===== src/hw/rtl/g2e_pkg.sv =====
// ----------------------------------------------------------------------------
// Geodetic to Earth-fixed conversion package
// Shared constants, types and the arctangent table generator.
// ----------------------------------------------------------------------------
package g2e_pkg;

  localparam int CORDIC_STAGES = 32;
  localparam int SQRT_STAGES   = 32;
  localparam int DIV_STAGES    = 50;
  localparam int MUL_LAT       = 3;
  localparam int CORDIC_LAT    = CORDIC_STAGES + 2;
  localparam int RADIUS_LAT    = SQRT_STAGES + DIV_STAGES + 3;
  localparam int TOTAL_LAT     = CORDIC_LAT + RADIUS_LAT + 2 * MUL_LAT + 1;

  localparam logic [63:0]        INV_PI_Q64      = 64'h517C_C1B7_2722_0A94;
  localparam logic signed [43:0] CORDIC_GAIN_Q40 = 44'sd667681663043;

  localparam logic [0:0]  REG_AXIS   = 1'b0;
  localparam logic [0:0]  REG_ECC    = 1'b1;
  localparam logic [32:0] AXIS_RESET = 33'd6378137000;
  localparam logic [31:0] ECC_RESET  = 32'd28752143;

  typedef logic signed [31:0] trig_t;
  typedef logic signed [51:0] wide_t;

  typedef struct packed {
    logic signed [30:0] h;
    trig_t              cl;
    trig_t              sl;
    trig_t              co;
    trig_t              so;
  } side_t;

  // Arctangent of 2^-i in units of pi/2^47, floored. Evaluated at elaboration.
  function automatic logic [63:0] atan_unit(input int unsigned i);
    logic [63:0]  acc;
    logic [63:0]  term;
    logic [63:0]  num;
    logic [63:0]  rem;
    logic [127:0] prod;
    int unsigned  k;
    int unsigned  m;
    int unsigned  b;
    acc = '0;
    if (i == 0) begin
      return 64'd1 << 45;
    end
    for (k = 0; (2 * k + 1) * i <= 62; k++) begin
      m    = 2 * k + 1;
      num  = 64'd1 << (62 - m * i);
      term = '0;
      rem  = '0;
      for (b = 0; b < 64; b++) begin
        rem  = {rem[62:0], num[63-b]};
        term = {term[62:0], 1'b0};
        if (rem >= 64'(m)) begin
          rem     = rem - 64'(m);
          term[0] = 1'b1;
        end
      end
      if (k % 2 == 1) begin
        acc = acc - term;
      end else begin
        acc = acc + term;
      end
    end
    prod = 128'(acc) * 128'(INV_PI_Q64);
    return 64'(prod[127:64] >> 15);
  endfunction

endpackage


===== src/hw/rtl/g2e_mulsh.sv =====
// ----------------------------------------------------------------------------
// Rounded scaling multiplier
// Sign-magnitude product split in two partial products, rounded half away.
// ----------------------------------------------------------------------------
module g2e_mulsh (
  input  logic               clk_i,
  input  logic               en_i,
  input  logic               shift32_i,
  input  g2e_pkg::wide_t     a_i,
  input  logic signed [33:0] b_i,
  output g2e_pkg::wide_t     p_o
);

  logic        neg1_q;
  logic        neg2_q;
  logic [51:0] ma_q;
  logic [32:0] mb_q;
  logic [58:0] p0_q;
  logic [58:0] p1_q;
  logic [51:0] ma_d;
  logic [33:0] mb_d;
  logic [84:0] prod;
  logic [51:0] mag;
  g2e_pkg::wide_t p_q;

  assign ma_d = a_i[51] ? 52'(-a_i) : 52'(a_i);
  assign mb_d = b_i[33] ? 34'(-b_i) : 34'(b_i);

  always_ff @(posedge clk_i) begin
    if (en_i) begin
      neg1_q <= a_i[51] ^ b_i[33];
      ma_q   <= ma_d;
      mb_q   <= mb_d[32:0];
      neg2_q <= neg1_q;
      p0_q   <= 59'(ma_q[25:0]) * 59'(mb_q);
      p1_q   <= 59'(ma_q[51:26]) * 59'(mb_q);
    end
  end

  always_comb begin
    prod = {p1_q, 26'd0} + 85'(p0_q);
    if (shift32_i) begin
      prod = prod + (85'd1 << 31);
      mag  = prod[83:32];
    end else begin
      prod = prod + (85'd1 << 29);
      mag  = prod[81:30];
    end
  end

  always_ff @(posedge clk_i) begin
    if (en_i) begin
      p_q <= neg2_q ? -$signed(mag) : $signed(mag);
    end
  end

  assign p_o = p_q;

endmodule


===== config.mk =====
export PLATFORM = sky130hd
export DESIGN_NAME = g2e_mulsh
export DESIGN_NICKNAME = d
export VERILOG_FILES = /design/src/hw/rtl/g2e_pkg.sv /design/src/hw/rtl/g2e_mulsh.sv
export SDC_FILE = /design/constraint.sdc
export NUM_CORES = 2
export LEC_CHECK = 0
export BUFFER_PORTS_ARGS = -buffer_cell sky130_fd_sc_hd__buf_2
export CAP_MARGIN = 15
export CORE_MARGIN = 4
export CORE_UTILIZATION = 30
export DETAILED_ROUTE_END_ITERATION = 16
export GPL_TIMING_DRIVEN = 0
export PLACE_DENSITY = 0.55
export SLEW_MARGIN = 20
export SYNTH_ARGS = -nofsm -noshare
export SYNTH_HDL_FRONTEND = slang
export SYNTH_SLANG_ARGS = --single-unit

===== constraint.sdc =====
create_clock -name clk_i -period 16.1 [get_ports clk_i]
set_input_delay 3.22 -clock clk_i [delete_from_list [all_inputs] [get_ports clk_i]]
set_output_delay 3.22 -clock clk_i [all_outputs]
set_load 0.01 [all_outputs]

; Word level (Yosys, flattened, before mapping)
; Index checks and enable logic that the tools add are counted.
[word_totals]
register_bits = 256
latch_bits = 0
ramBits = 0
romBits = 0
output_inout_bits = 52
memories = 0
[classes]
addsub = 6
multipliers = 2
div = 0
magnitude_cmp = 0
eq_ne = 0
shift = 0
n_mux = 4
bitwise = 1
reduce_logical = 0
[op_table]
columns = operator, count
row1 = $mux 52, 2
row2 = $neg 52->52, 2
row3 = $add 84x32->84 const B, 1
row4 = $add 84x59->84, 1
row5 = $add 82x30->82 const B, 1
row6 = $mul 26x33->59, 1
row7 = $mul 26x33->58, 1
row8 = $mux 51, 1
row9 = $mux 33, 1
row10 = $neg 33->33, 1
row11 = $xor 1x1->1, 1

; Longest topological paths before layout
[logic_depth]
ltp_word = 5
ltp_mapped = 31
mapped_depth_nobuf = 30

; Worst setup path after synthesis
; Ideal clock, no wire load.
[synth_timing]
kind = input-to-reg
start = input shift32_i
end = register p_q[51], in the netlist p_o[51] (data pin)
arrival_time_ns = 8.970
t_required_ns = 15.837
path_slack_ns = 6.867
cell_stages = 22
path_buffers = 8
path_cell_list = buf_1 -> clkbuf_1 -> clkbuf_1 -> clkbuf_1 -> clkbuf_1 -> buf_1 -> clkbuf_1 -> clkbuf_1 -> nor2_1 -> a21oi_1 -> ha_1 -> inv_1 -> a211o_1 -> or4_1 -> a2111oi_2 -> o221ai_1 -> nor4_1 -> nand4_1 -> or4_4 -> or3_4 -> o41ai_2 -> xnor2_1
[synth_between]
elab_chain_len = 3
[synth_lines]
columns = item, line
row1 = start: declaration, g2e_mulsh.sv:8  ; input logic shift32_i,
row2 = $mux 52 *, g2e_mulsh.sv:42  ; if (shift32_i) begin
row3 = $neg 52->52, g2e_mulsh.sv:53  ; p_q <= neg2_q ? -$signed(mag) : $signed(mag);
row4 = $mux 52 *, g2e_mulsh.sv:53
row5 = end signal: assignment, g2e_mulsh.sv:53
row6 = end: declaration, g2e_mulsh.sv:24  ; g2e_pkg::wide_t p_q;
; Mark *: on every way between the ends. The rest lies on a longest branch, timed or not.
; A chain may end at the register's enable or synchronous reset.

; Worst setup path after layout
[layout_timing]
start = register mb_q[16]
end = register p0_q[57] (data pin)
[layout_between]
elab_chain_len = 1
[layout_lines]
columns = item, line
row1 = start: declaration, g2e_mulsh.sv:17  ; logic [32:0] mb_q;
row2 = start signal: assignment, g2e_mulsh.sv:33  ; mb_q <= mb_d[32:0];
row3 = $mul 26x33->59, g2e_mulsh.sv:35  ; p0_q <= 59'(ma_q[25:0]) * 59'(mb_q);
row4 = end signal: assignment, g2e_mulsh.sv:35
row5 = end: declaration, g2e_mulsh.sv:18  ; logic [58:0] p0_q;
; Every way passes these cells.

==> summary.md <==
| Metric | Value |
|---|---|
| HPWL Detailed | 227000 um |
| Routed Antenna Nets | 0 |
| Setup_tns | 0 ns |
| Post-synthesis register bit count | 230 |
| Setup crit end kind | flip-flop |
| Drt pass-1 iters | 6 |
| Fmax | 0.0806 GHz |
| Sequential share of the synthesized area | 9.94% |
| Total number of vias | 55300 |
| PortBufs | 139 |
| Largest family of logic cells by synthesized area | adder cells |
| Mux cell area share after synthesis | 0.268% |
| Vias per cell | 5.10 |
| Mapped cell area | 69500 um2 |
| Core ar. | 230000 um2 |
| Synth Area in Adders | 50.3% |
| Crit path launch type | flip-flop |
| # rows | 176 |
| Fin crit period | 12.40 ns |
| Slew headroom | 13.7% |
| # DRC | 0 |
| Vias in the first global route | 57100 |
| CP Class | reg -> reg |
| Tcrit/Tclk final | 77.0% |
| Outcome | finished clean |
| Setup Slack @ Placement | 3.97 ns |
| PnR worst setup slack | 3.70 ns |
| Pin count of the biggest net entering global routing | 94 |
| Final Skew | 0.0205 ns |
| Num CTS Buffers | 27 |
| Slew Limit Fails | 0 |
| Final Hold Violating Endpoints | 0 |
| Max_cap viols | 0 |
| Mean Syn Cell Area | 9.16 um2 |
| Nets | 9748 |
| Post-synth ARST share | 0% |
| CTS Hold Bufs | 0 |
| Post-synth top flop | edfxtp_1 |
| First-pass GRT wire length | 392000 um |
| Height of the die | 489 um |
| Hold_ws | 0.422 ns |
| Reg clk slew, reported paths | 0.07 ns |
| Syn Inst Count | 7582 |
| Worst EP required | 16.39 ns |
| CTS Root Cell | clkbuf_16 |
| GRT overflow | 0 |
| Post-cts resize count | 0 |
| Area growth syn-to-layout | 8.09% |
| Syn Nets | 9576 |
| Htree depth | 1 |
| DIE AREA | 239000 um2 |
| Num ports | 141 |
| Total GRT Usage | 22.5% |
| Yosys Warn Count | 0 |
| Share of cells above drive strength 1 | 4.08% |
| Unique masters post-synth | 101 |
| Setup Viol. Count Final | 0 |
| Wirelength per Cell | 24.9 um |
| RePlAce Congestion | 1.03 |
| Initial antenna violation count | 55 |
| Compound-Gate Fraction of Synth Area | 6.83% |
| RSZ-0062 raised after global routing | no |
| EDFF count, synth | 230 |
| WP data arrival | 12.69 ns |
| Initial core utilization | 30.2% |
| Post-synthesis simple-gate area fraction | 18.4% |
| DRT iter0 DRCs | 4900 |
| HP Class | reg -> reg |
| XOR/XNOR share of the synthesized area | 3.56% |
| CTS tree | done |
| Final wirelength | 270000 um |
| Clock Path Buffers | 3 |
| Clock latency on the worst-skew pair | 0.64 ns |
| Worst-Margin Slew | 1.29 ns |
| Postcts setup bufs | 0 |
| Maximum fanout along the worst path | 10 |
| Die Width | 489 um |
| TritonCTS Sinks | 230 |
-- state kept, by name, summed over array words and instances (netlist names) --
name / flops
ma_q: 52
mb_q: 33
p0_q: 33
p_o: 52
neg1_q: 1
neg2_q: 1
p1_q: 58
-- cell families after synthesis --
family	after synthesis
mux	18
fa+ha+maj	1905
xor+xnor	282
flops	230
compound gates	685
simple gates	2497
buf+inv	1965
-- synthesized netlist by cell type, types with 67 or more instances --
cell      number  area, um2
a21o_1        67        503
a21oi_1      149        746
and2_1       963       6020
clkbuf_1     375       1410
edfxtp_1     230       6910
fa_1        1482      29700
ha_1         423       5290
inv_1       1568       5890
nand2_1      978       3670
nand3_1       78        390
nor2_1       149        559
nor3_1        71        355
o21ai_0      115        576
xnor2_1      208       1820
xor2_1        74        648
-- metrics by stage --
step	area, um2	utilization, %	std cells
after floorplan	69500	-	7582
after global placement	73900	32.1	10700
after detailed placement	74100	32.2	10800
after CTS	75000	32.6	10800
after global routing	75000	32.6	10800
final	75100	32.6	10800
-- path summary, 6_finish.rpt --
| kind | from | to | slack [ns] | depth (start not counted) |
|---|---|---|---|---|
| min reg2reg | neg1_q$_DFFE_PP_ | neg2_q$_DFFE_PP_ | 0.42 | 0 |
| min | neg1_q$_DFFE_PP_ | neg2_q$_DFFE_PP_ | 0.42 | 0 |
| max | mb_q[16]$_DFFE_PP_ | p0_q[57]$_DFFE_PP_ | 3.70 | 25 |
| max reg2reg | mb_q[16]$_DFFE_PP_ | p0_q[57]$_DFFE_PP_ | 3.70 | 25 |
-- metal layers --
layer,up-vias,global-route usage [%],share of wire [%]
li1,23500,-,-
met1,28200,30.1,40
met2,3058,33.7,42
met3,529,8.01,13
met4,8,8.02,4.3
met5,-,0,0.020
-- critical path: stages, from the launching register on --
cell and delay, ns:
edfxtp_1 0.88, clkbuf_1 0.92, and2_1 0.28, fa_1 0.43, fa_1 0.69, inv_1 0.11, fa_1 0.57, fa_1 0.45
fa_1 0.56, inv_1 0.05, fa_1 0.50, fa_1 0.42, ha_1 0.24, a2111oi_0 0.92, a21oi_1 0.39, o31ai_1 0.57
a21oi_1 0.23, o221a_2 0.33, a21boi_0 0.94, o21a_1 0.37, nor3_1 0.13, o31a_1 0.37, o21ai_0 0.42, a311o_1 0.33
nand3b_1 0.13, xor2_1 0.78
-- cell type report --
| cell class | count | area (um2) |
|---|---|---|
| multi-input cells | 5387 | 55200 |
| fillers | 23900 | 155000 |
| clock buffers | 29 | 683 |
| diodes | 29 | 72.6 |
| well taps | 3026 | 3790 |
| repair buffers | 143 | 779 |
| plain buffers | 397 | 1550 |
| clock inverters | 21 | 193 |
| inverters | 1568 | 5890 |
| flip-flops and latches | 230 | 6910 |
-- cell usage in the layout (no fill, tap or decap), types with 28 or more instances in the layout --
cell type,count
o211ai_1,28
nand4_1,31
nor3_1,70
xor2_1,69
a21o_1,67
fa_1,1482
o21ai_0,115
o21a_1,32
buf_2,151
nand2_1,978
and3_1,40
clkbuf_1,349
diode_2,29
o31ai_1,35
ha_1,423
xnor2_1,205
a21oi_1,149
nor2_1,149
a211oi_1,34
inv_1,1568
nand3_1,78
clkbuf_2,28
edfxtp_1,230
and2_1,963
nor4_1,28
or3_1,33
Power is left out: the tool's default activity adds up to more than one toggle a clock period on the data nets, which glitch-free logic cannot reach.
